--- src/rtl/core/rtpm_pkg.sv ---
// shared types, codes and constants of the route table prefix match unit
`timescale 1ns / 1ps

package rtpm_pkg;

    // table geometry
    localparam int TABLE_DEPTH = 32;
    localparam int IDX_W       = (TABLE_DEPTH > 1) ? $clog2(TABLE_DEPTH) : 1;
    localparam int CNT_W       = $clog2(TABLE_DEPTH + 1);

    // field widths
    localparam int OP_W   = 3;
    localparam int SLOT_W = 8;
    localparam int ADDR_W = 32;
    localparam int COST_W = 5;
    localparam int STAT_W = 2;
    localparam int PLEN_W = 6;

    // stream payload widths, rounded up to whole bytes
    localparam int IN_FIELDS_W  = SLOT_W + 3 * ADDR_W + COST_W;
    localparam int IN_DATA_W    = ((IN_FIELDS_W + 7) / 8) * 8;
    localparam int OUT_FIELDS_W = SLOT_W + 3 * ADDR_W + COST_W + PLEN_W;
    localparam int OUT_DATA_W   = ((OUT_FIELDS_W + 7) / 8) * 8;
    localparam int OUT_PAD_W    = OUT_DATA_W - OUT_FIELDS_W;

    // first slot index that is out of range
    localparam logic [SLOT_W:0] SLOT_LIMIT = (SLOT_W + 1)'(TABLE_DEPTH);
    // last valid scan count
    localparam logic [CNT_W-1:0] CNT_LAST = CNT_W'(TABLE_DEPTH - 1);
    localparam logic [CNT_W-1:0] CNT_END  = CNT_W'(TABLE_DEPTH);

    // operation codes
    localparam logic [OP_W-1:0] OP_ADD    = 3'd0;
    localparam logic [OP_W-1:0] OP_REMOVE = 3'd1;
    localparam logic [OP_W-1:0] OP_GET    = 3'd2;
    localparam logic [OP_W-1:0] OP_FIND   = 3'd3;
    localparam logic [OP_W-1:0] OP_LOOKUP = 3'd4;

    // result status codes
    localparam logic [STAT_W-1:0] ST_OK    = 2'd0;
    localparam logic [STAT_W-1:0] ST_FULL  = 2'd1;
    localparam logic [STAT_W-1:0] ST_NONE  = 2'd2;
    localparam logic [STAT_W-1:0] ST_RANGE = 2'd3;

    // one stored route, subnet in the lowest bits
    typedef struct packed {
        logic [COST_W-1:0] cost;
        logic [ADDR_W-1:0] gateway;
        logic [ADDR_W-1:0] mask;
        logic [ADDR_W-1:0] subnet;
    } t_route;

    localparam int ROUTE_W = $bits(t_route);

    // ones count of a 32-bit mask as a shallow adder tree
    function automatic logic [PLEN_W-1:0] popcount32(input logic [31:0] v);
        logic [31:0] x;
        x = v - ((v >> 1) & 32'h5555_5555);
        x = (x & 32'h3333_3333) + ((x >> 2) & 32'h3333_3333);
        x = (x + (x >> 4)) & 32'h0f0f_0f0f;
        x = x + (x >> 8);
        x = x + (x >> 16);
        return x[PLEN_W-1:0];
    endfunction

endpackage

--- src/rtl/core/route_table_prefix_match_unit.sv ---
// route table with add, remove, get, exact find and longest prefix lookup
`timescale 1ns / 1ps

// The table holds TABLE_DEPTH routes (subnet, mask, next hop, metric) in one
// ram with a registered read port; the valid bits sit in flip-flops and are
// cleared by reset, so the table is empty straight after reset. The unit works
// on one request at a time and is not ready while busy. Find and lookup walk
// every slot through the single ram read port and one shared compare and
// ones-count stage. Add walks the valid bits up to the first empty slot; get
// and remove read the slot through the ram, and out-of-range, empty-slot or
// unknown requests go straight to the result. The unit is ready again in the
// cycle the result appears. An output register holds the result, so a new
// request can be taken while the previous result still waits for the sink.

module route_table_prefix_match_unit (
    input  logic                             i_clk,
    input  logic                             i_rst_n,
    // request stream
    input  logic                             i_s_axis_tvalid,
    output logic                             o_s_axis_tready,
    // slot_index, address, net_mask, gateway, cost (lowest bit up)
    input  logic [rtpm_pkg::IN_DATA_W-1:0]   i_s_axis_tdata,
    // operation
    input  logic [rtpm_pkg::OP_W-1:0]        i_s_axis_tuser,
    // result stream
    output logic                             o_m_axis_tvalid,
    input  logic                             i_m_axis_tready,
    // slot, route_subnet, route_mask, route_gateway, route_cost,
    // match_len (lowest bit up)
    output logic [rtpm_pkg::OUT_DATA_W-1:0]  o_m_axis_tdata,
    // status
    output logic [rtpm_pkg::STAT_W-1:0]      o_m_axis_tuser
);

    // sequencer states
    localparam logic [2:0] S_IDLE  = 3'd0;
    localparam logic [2:0] S_ADD   = 3'd1;
    localparam logic [2:0] S_SCAN  = 3'd2;
    localparam logic [2:0] S_READ  = 3'd3;
    localparam logic [2:0] S_RDATA = 3'd4;
    localparam logic [2:0] S_FIN   = 3'd5;

    localparam int IW = rtpm_pkg::IDX_W;
    localparam int CW = rtpm_pkg::CNT_W;

    logic [2:0]                         r_state, n_state;
    logic [rtpm_pkg::OP_W-1:0]          r_op, n_op;
    logic [IW-1:0]                      r_idx, n_idx;
    rtpm_pkg::t_route                   r_req, n_req;
    logic [CW-1:0]                      r_cnt, n_cnt;
    logic                               r_rd_vld, n_rd_vld;
    logic [IW-1:0]                      r_rd_idx, n_rd_idx;
    logic [rtpm_pkg::TABLE_DEPTH-1:0]   r_valid, n_valid;
    logic                               r_hit, n_hit;
    logic [rtpm_pkg::STAT_W-1:0]        r_res_status, n_res_status;
    logic [rtpm_pkg::SLOT_W-1:0]        r_res_slot, n_res_slot;
    rtpm_pkg::t_route                   r_res_route, n_res_route;
    logic [rtpm_pkg::PLEN_W-1:0]        r_res_plen, n_res_plen;
    logic                               r_out_valid, n_out_valid;
    logic [rtpm_pkg::STAT_W-1:0]        r_out_status, n_out_status;
    logic [rtpm_pkg::OUT_DATA_W-1:0]    r_out_data, n_out_data;

    logic                               in_xfer;
    logic [rtpm_pkg::SLOT_W-1:0]        in_slot;
    logic                               ram_we;
    logic [IW-1:0]                      ram_raddr;
    rtpm_pkg::t_route                   ram_rdata;
    logic [IW-1:0]                      cnt_idx;
    logic                               find_hit;
    logic                               lkup_hit;
    logic [rtpm_pkg::PLEN_W-1:0]        cur_len;

    assign in_xfer = i_s_axis_tvalid && o_s_axis_tready;
    assign in_slot = i_s_axis_tdata[rtpm_pkg::SLOT_W-1:0];
    assign cnt_idx = r_cnt[IW-1:0];

    // route table storage
    rtpm_ram #(
        .WIDTH (rtpm_pkg::ROUTE_W),
        .DEPTH (rtpm_pkg::TABLE_DEPTH)
    ) u_ram (
        .i_clk   (i_clk),
        .i_we    (ram_we),
        .i_waddr (cnt_idx),
        .i_wdata (r_req),
        .i_raddr (ram_raddr),
        .o_rdata (ram_rdata)
    );

    // shared compare stage on the entry just read
    always_comb begin
        find_hit = r_valid[r_rd_idx] && (ram_rdata.subnet == r_req.subnet)
                   && (ram_rdata.mask == r_req.mask);
        lkup_hit = r_valid[r_rd_idx]
                   && ((r_req.subnet & ram_rdata.mask) == ram_rdata.subnet);
        cur_len  = rtpm_pkg::popcount32(ram_rdata.mask);
    end

    // sequencer and datapath next state
    always_comb begin
        n_state      = r_state;
        n_op         = r_op;
        n_idx        = r_idx;
        n_req        = r_req;
        n_cnt        = r_cnt;
        n_rd_vld     = r_rd_vld;
        n_rd_idx     = r_rd_idx;
        n_valid      = r_valid;
        n_hit        = r_hit;
        n_res_status = r_res_status;
        n_res_slot   = r_res_slot;
        n_res_route  = r_res_route;
        n_res_plen   = r_res_plen;
        n_out_valid  = r_out_valid;
        n_out_status = r_out_status;
        n_out_data   = r_out_data;
        ram_we       = 1'b0;
        ram_raddr    = cnt_idx;

        // result leaves the output register
        if (r_out_valid && i_m_axis_tready) begin
            n_out_valid = 1'b0;
        end

        case (r_state)
            S_IDLE: begin
                if (in_xfer) begin
                    n_op         = i_s_axis_tuser;
                    n_idx        = in_slot[IW-1:0];
                    n_req        = i_s_axis_tdata[rtpm_pkg::SLOT_W +: rtpm_pkg::ROUTE_W];
                    n_cnt        = '0;
                    n_rd_vld     = 1'b0;
                    n_hit        = 1'b0;
                    n_res_status = rtpm_pkg::ST_NONE;
                    n_res_slot   = '0;
                    n_res_route  = '0;
                    n_res_plen   = '0;
                    case (i_s_axis_tuser)
                        rtpm_pkg::OP_ADD: begin
                            n_state = S_ADD;
                        end
                        rtpm_pkg::OP_REMOVE, rtpm_pkg::OP_GET: begin
                            if ({1'b0, in_slot} >= rtpm_pkg::SLOT_LIMIT) begin
                                n_res_status = rtpm_pkg::ST_RANGE;
                                n_state      = S_FIN;
                            end else if (!r_valid[in_slot[IW-1:0]]) begin
                                n_state = S_FIN;
                            end else begin
                                n_state = S_READ;
                            end
                        end
                        rtpm_pkg::OP_FIND, rtpm_pkg::OP_LOOKUP: begin
                            n_state = S_SCAN;
                        end
                        default: begin
                            n_state = S_FIN;
                        end
                    endcase
                end
            end

            // walk the valid bits up to the first empty slot
            S_ADD: begin
                if (!r_valid[cnt_idx]) begin
                    ram_we           = 1'b1;
                    n_valid[cnt_idx] = 1'b1;
                    n_res_status     = rtpm_pkg::ST_OK;
                    n_res_slot       = rtpm_pkg::SLOT_W'(cnt_idx);
                    n_res_route      = r_req;
                    n_state          = S_FIN;
                end else if (r_cnt == rtpm_pkg::CNT_LAST) begin
                    n_res_status = rtpm_pkg::ST_FULL;
                    n_state      = S_FIN;
                end else begin
                    n_cnt = r_cnt + 1'b1;
                end
            end

            // one slot read per cycle, compared in the cycle after
            S_SCAN: begin
                if (r_cnt != rtpm_pkg::CNT_END) begin
                    n_cnt    = r_cnt + 1'b1;
                    n_rd_vld = 1'b1;
                    n_rd_idx = cnt_idx;
                end else begin
                    n_rd_vld = 1'b0;
                end
                if (r_rd_vld) begin
                    if (r_op == rtpm_pkg::OP_FIND) begin
                        if (find_hit && !r_hit) begin
                            n_hit        = 1'b1;
                            n_res_status = rtpm_pkg::ST_OK;
                            n_res_slot   = rtpm_pkg::SLOT_W'(r_rd_idx);
                            n_res_route  = ram_rdata;
                        end
                    end else begin
                        // strictly longer wins, so the earliest slot keeps a tie
                        if (lkup_hit && (!r_hit || (cur_len > r_res_plen))) begin
                            n_hit        = 1'b1;
                            n_res_status = rtpm_pkg::ST_OK;
                            n_res_slot   = rtpm_pkg::SLOT_W'(r_rd_idx);
                            n_res_route  = ram_rdata;
                            n_res_plen   = cur_len;
                        end
                    end
                end
                if ((r_cnt == rtpm_pkg::CNT_END) && !r_rd_vld) begin
                    n_state = S_FIN;
                end
            end

            // get or remove of a valid slot
            S_READ: begin
                ram_raddr = r_idx;
                n_state   = S_RDATA;
            end

            S_RDATA: begin
                n_res_status = rtpm_pkg::ST_OK;
                n_res_slot   = rtpm_pkg::SLOT_W'(r_idx);
                n_res_route  = ram_rdata;
                if (r_op == rtpm_pkg::OP_REMOVE) begin
                    n_valid[r_idx] = 1'b0;
                end
                n_state = S_FIN;
            end

            // hand the result to the output register once it is free
            S_FIN: begin
                if (!r_out_valid || i_m_axis_tready) begin
                    n_out_valid  = 1'b1;
                    n_out_status = r_res_status;
                    n_out_data   = {{rtpm_pkg::OUT_PAD_W{1'b0}}, r_res_plen,
                                    r_res_route, r_res_slot};
                    n_state      = S_IDLE;
                end
            end

            default: begin
                n_state = S_IDLE;
            end
        endcase
    end

    // control registers
    always_ff @(posedge i_clk) begin
        if (!i_rst_n) begin
            r_state     <= S_IDLE;
            r_valid     <= '0;
            r_rd_vld    <= 1'b0;
            r_out_valid <= 1'b0;
        end else begin
            r_state     <= n_state;
            r_valid     <= n_valid;
            r_rd_vld    <= n_rd_vld;
            r_out_valid <= n_out_valid;
        end
    end

    // payload registers
    always_ff @(posedge i_clk) begin
        r_op         <= n_op;
        r_idx        <= n_idx;
        r_req        <= n_req;
        r_cnt        <= n_cnt;
        r_rd_idx     <= n_rd_idx;
        r_hit        <= n_hit;
        r_res_status <= n_res_status;
        r_res_slot   <= n_res_slot;
        r_res_route  <= n_res_route;
        r_res_plen   <= n_res_plen;
        r_out_status <= n_out_status;
        r_out_data   <= n_out_data;
    end

    assign o_s_axis_tready = (r_state == S_IDLE);
    assign o_m_axis_tvalid = r_out_valid;
    assign o_m_axis_tdata  = r_out_data;
    assign o_m_axis_tuser  = r_out_status;

endmodule

--- src/rtl/core/rtpm_ram.sv ---
// generic single write port ram with registered read
`timescale 1ns / 1ps

module rtpm_ram #(
    parameter int WIDTH = 8,
    parameter int DEPTH = 16,
    localparam int AW   = (DEPTH > 1) ? $clog2(DEPTH) : 1
) (
    input  logic             i_clk,
    input  logic             i_we,
    input  logic [AW-1:0]    i_waddr,
    input  logic [WIDTH-1:0] i_wdata,
    input  logic [AW-1:0]    i_raddr,
    output logic [WIDTH-1:0] o_rdata
);

    logic [WIDTH-1:0] r_mem [DEPTH];
    logic [WIDTH-1:0] r_rdata;

    // write port
    always_ff @(posedge i_clk) begin
        if (i_we) begin
            r_mem[i_waddr] <= i_wdata;
        end
    end

    // registered read port
    always_ff @(posedge i_clk) begin
        r_rdata <= r_mem[i_raddr];
    end

    assign o_rdata = r_rdata;

endmodule

--- config.mk ---
export PLATFORM = sky130hd
export DESIGN_NAME = route_table_prefix_match_unit
export DESIGN_NICKNAME = d
export VERILOG_FILES = /design/src/rtl/core/rtpm_pkg.sv /design/src/rtl/core/route_table_prefix_match_unit.sv /design/src/rtl/core/rtpm_ram.sv
export SDC_FILE = /design/constraint.sdc
export NUM_CORES = 2
export LEC_CHECK = 0
export BUFFER_PORTS_ARGS = -buffer_cell sky130_fd_sc_hd__buf_2
export CORE_UTILIZATION = 35
export DETAILED_ROUTE_END_ITERATION = 16
export PLACE_DENSITY = 0.47
export SLEW_MARGIN = 15
export SYNTH_ARGS = -nofsm -noshare
export SYNTH_HDL_FRONTEND = slang
export SYNTH_SLANG_ARGS = --single-unit
export TNS_END_PERCENT = 1
--- constraint.sdc ---
create_clock -name i_clk -period 11.25 [get_ports i_clk]
set_input_delay 1.125 -clock i_clk [delete_from_list [all_inputs] [get_ports i_clk]]
set_output_delay 1.125 -clock i_clk [all_outputs]
set_load 0.02 [all_outputs]
==> metrics.md <==
| Metric | Value |
|---|---|
| GR Util All Layers | `between 20% and 30%` |
| P_leak | `between 50 and 60 nW` |
| Syn Area/Cell | `13.59 µm²` |
| Gpl congestion | `0.8397` |
| Number of flops mapped to enable cells by yosys | `about 3600` |
| Asr flop ratio synth | `0%` |
| Count leader, synth | `edfxtp_1` |
| Worst Hold Class | `input pin to flip-flop` |
| Pre-CTS WS | `approximately 2500 ps` |
| Top cell type's share of synthesized area | `72.75%` |
| Pwr per Cell Area | `around 300 nW/µm²` |
| Slowest CP cell | `fa_1` |
| Crit share post-route | `between 70 and 80%` |
| Largest delay contributor family on the critical path | `adder cells` |
| Reg clk slew, reported paths | `60 ps` |
| IO Pins | `243` |
| Syn Inst Count | `between 10000 and 15000` |
| RSZ-0062 raised after global routing | `no` |
| # rows | `roughly 240` |
| CTS H-tree depth | `5` |
| Routed Antenna Nets | `0` |
| Post-layout min period | `8762 ps` |
| Initial Util | `a little over a third` |
| Hold Startpoint | `i_s_axis_tdata[23]` |
| Crit path max fanout | `76` |
| Fin area | `around 170000 µm²` |
| Cts hold-fix bufs | `0` |
| Congestion Overflow GR | `0` |
| Sequential area share after synthesis | `between 70% and 80%` |
| Layout cell share with drive strength beyond 1 | `between 10 and 15%` |
| CTS tree | `yes` |
| Post-synthesis register bit count | `roughly 3700` |
| DR pass1 iterations | `8` |
| Global routing met3 resource utilization | `about 2.7%` |
| Postcts setup bufs | `0` |
| Skew final | `67.00 ps` |
| R2r endpoint | `r_res_route[92]` |
| Post-route worst setup slack | `~2500 ps` |
| Synth cell types | `69` |
| Clock sink count | `about 3700` |
| DR iter-0 viols | `approximately 9400` |
| Met1 Use GR | `between 30% and 40%` |
| Final Core Density | `about two fifths` |
| Synth top area cells | `edfxtp_1 (73%), nand2_1 (8.3%), a311oi_1 (3.6%)` |
| Initial antenna violation count | `28` |
| Top_reg_cell synth | `edfxtp_1` |
| Fmax | `between 100 and 150 MHz` |
| R2R cell count | `28` |
| CP required | `about 12000 ps` |
| Vias per cell | `5.472` |
| Status | `complete, no violations` |
| Wire length per cell | `about 28 µm` |
| Placed inst area | `155500 µm²` |
| Reg2reg start | `u_ram.o_rdata[37]` |
| Area grow syn2layout | `14.31%` |
| CP startpoint kind | `flip-flop` |
| Dominant cell type by area after synthesis | `edfxtp_1` |
| Slew HR | `~18%` |
| Detailed-route DRC error count | `0` |
| Post-Route WL | `roughly 480000 µm` |
| Worst VDD drop | `~1.9 mV` |
| CP bufs+invs | `3` |
| Vias in the first global route | `90440` |
| NumNets Final | `11260` |
| Largest net degree at the start of global routing | `roughly 180` |
| CP Class | `flip-flop to flip-flop` |
| Crit-path max cell delay | `~580 ps` |
| CP endpoint | `r_res_route[92]` |
| Clk Latency, worst-skew pair | `980 ps` |
| Clk buf depth | `4` |
| Post-CTS sizing | `0` |
| DIE AREA | `424900 µm²` |
| Post-synth top cells | `edfxtp_1 (3581), nand2_1 (3286), nand3_1 (818), a311oi_1 (608), and3_1 (412)` |
| CTS Buf Count | `between 400 and 500` |
| Synthesized area | `roughly 150000 µm²` |
| CP Launch Point | `u_ram.o_rdata[37]` |
| Via count | `93320` |
| Final hold vios | `0` |
| Arrival @ worst endpoint | `9360 ps` |
| CTS root buffer | `clkbuf_16` |
| Met2 Usage GRT | `a little over a third` |
| Pins over their slew limit | `0` |
| Port Buf Inserts | `approximately 230` |
| Final setup violation count | `0` |
| Core Area | `420200 µm²` |
| Yosys warnings | `0` |
| Max_cap viols | `0` |
| Global-route wire length before repair | `roughly 680000 µm` |
| Die Y | `~650 µm` |
| Detailed-placement wirelength estimate | `242100 µm` |
| Chip width | `between 600 and 700 µm` |
| Most Used Layer, Global Route | `met2` |
| Fin Setup TNS | `0 ps` |
| Slew @ Worst Pin | `approximately 1200 ps` |
| Crit. path cell count | `28` |
| CP endpoint kind | `flip-flop` |
| Reg-to-reg slack, setup | `around 2500 ps` |
[layout by cell type, fill, tap and decap left out, types with 19 or more instances in the layout]
| cell type | n |
|---|---|
| clkinv_1 | 90 |
| edfxtp_1 | 3581 |
| a21o_1 | 116 |
| ha_1 | 81 |
| o21ai_0 | 21 |
| buf_2 | 231 |
| buf_4 | 217 |
| nor2_1 | 49 |
| mux4_2 | 27 |
| clkbuf_1 | 91 |
| and3_1 | 409 |
| xnor2_1 | 34 |
| inv_1 | 69 |
| xor2_1 | 73 |
| nand2_1 | 3286 |
| dfxtp_1 | 138 |
| nor2_4 | 31 |
| buf_12 | 46 |
| bufinv_16 | 32 |
| a22o_1 | 104 |
| clkinv_2 | 77 |
| a31oi_1 | 207 |
| a211oi_1 | 103 |
| clkbuf_16 | 419 |
| a21oi_1 | 128 |
| nand3_1 | 818 |
| a311oi_1 | 608 |
| clkbuf_8 | 28 |
| nor4_1 | 19 |
| o21a_1 | 57 |
[worst min path at each step]
stage | cells after the start | endpoint
final | 1 | r_req[15]
after global routing | 1 | r_req[15]
after CTS | 1 | r_req[15]
after detailed placement | 0 | o_m_axis_tdata[73]
after global placement | 0 | o_m_axis_tdata[31]
after floorplan | 0 | o_m_axis_tdata[0]
[state kept, by name, indices dropped and copies added (netlist names)]
signal           cells
r_req              101
r_res_status         2
r_state              3
o_m_axis_tvalid      1
r_cnt                6
r_hit                1
r_op                 3
u_ram.o_rdata      101
r_res_plen           6
r_valid             32
o_m_axis_tuser       2
r_idx                5
r_rd_vld             1
r_res_route        101
r_rd_idx             5
o_m_axis_tdata     112
u_ram.r_mem       3232
r_res_slot           5
[metal layers]
metal / vias up / part of all wire, %
met4: 2 / 2.7
met5: - / 0.0027
met3: 670 / 5.9
li1: 40910 / -
met1: 48520 / 44
met2: 3210 / 47
[area by class of cell]
type                       count  area [µm²]
timing repair buffer         494        3706
inverter                      70       262.8
fill                       38830      251200
multi-input combinational   6342       34140
tap                         5640        7057
antenna                       13       32.53
clock inverter               236        2260
clock buffer                 538       11210
sequential                  3719      110300
[cell families after synthesis]
family                     Yosys count  share of synthesized area (%)
other                                1                       0.002537
DFF                               3719                          74.62
xor gates and xnor gates           107                         0.6340
buffers and inverters              825                          2.524
muxes                               41                         0.5282
AOI/OAI and AO/OA                 1400                          7.323
adders and majority gates           96                         0.8888
and+or+nand+nor                   4690                          13.48
[power breakdown]
group | total [mW] | switching [mW] | internal (mW)
logic | 19.6 | 12.3 | 7.33
clock network | 13.4 | 5.64 | 7.77
registers | 17.4 | 0.858 | 16.5
[through the flow]
step	power, mW	hold WS [ps]	std cells
6_report	50.41	318.0	17050
5_1_grt	52.79	265.8	17040
4_1_cts	50.72	223.9	17040
3_5_place_dp	37.26	405.2	16270
3_3_place_gp	37.77	408.9	16270
2_1_floorplan	31.82	400.3	10890
Power figures use the tool's default switching activity.
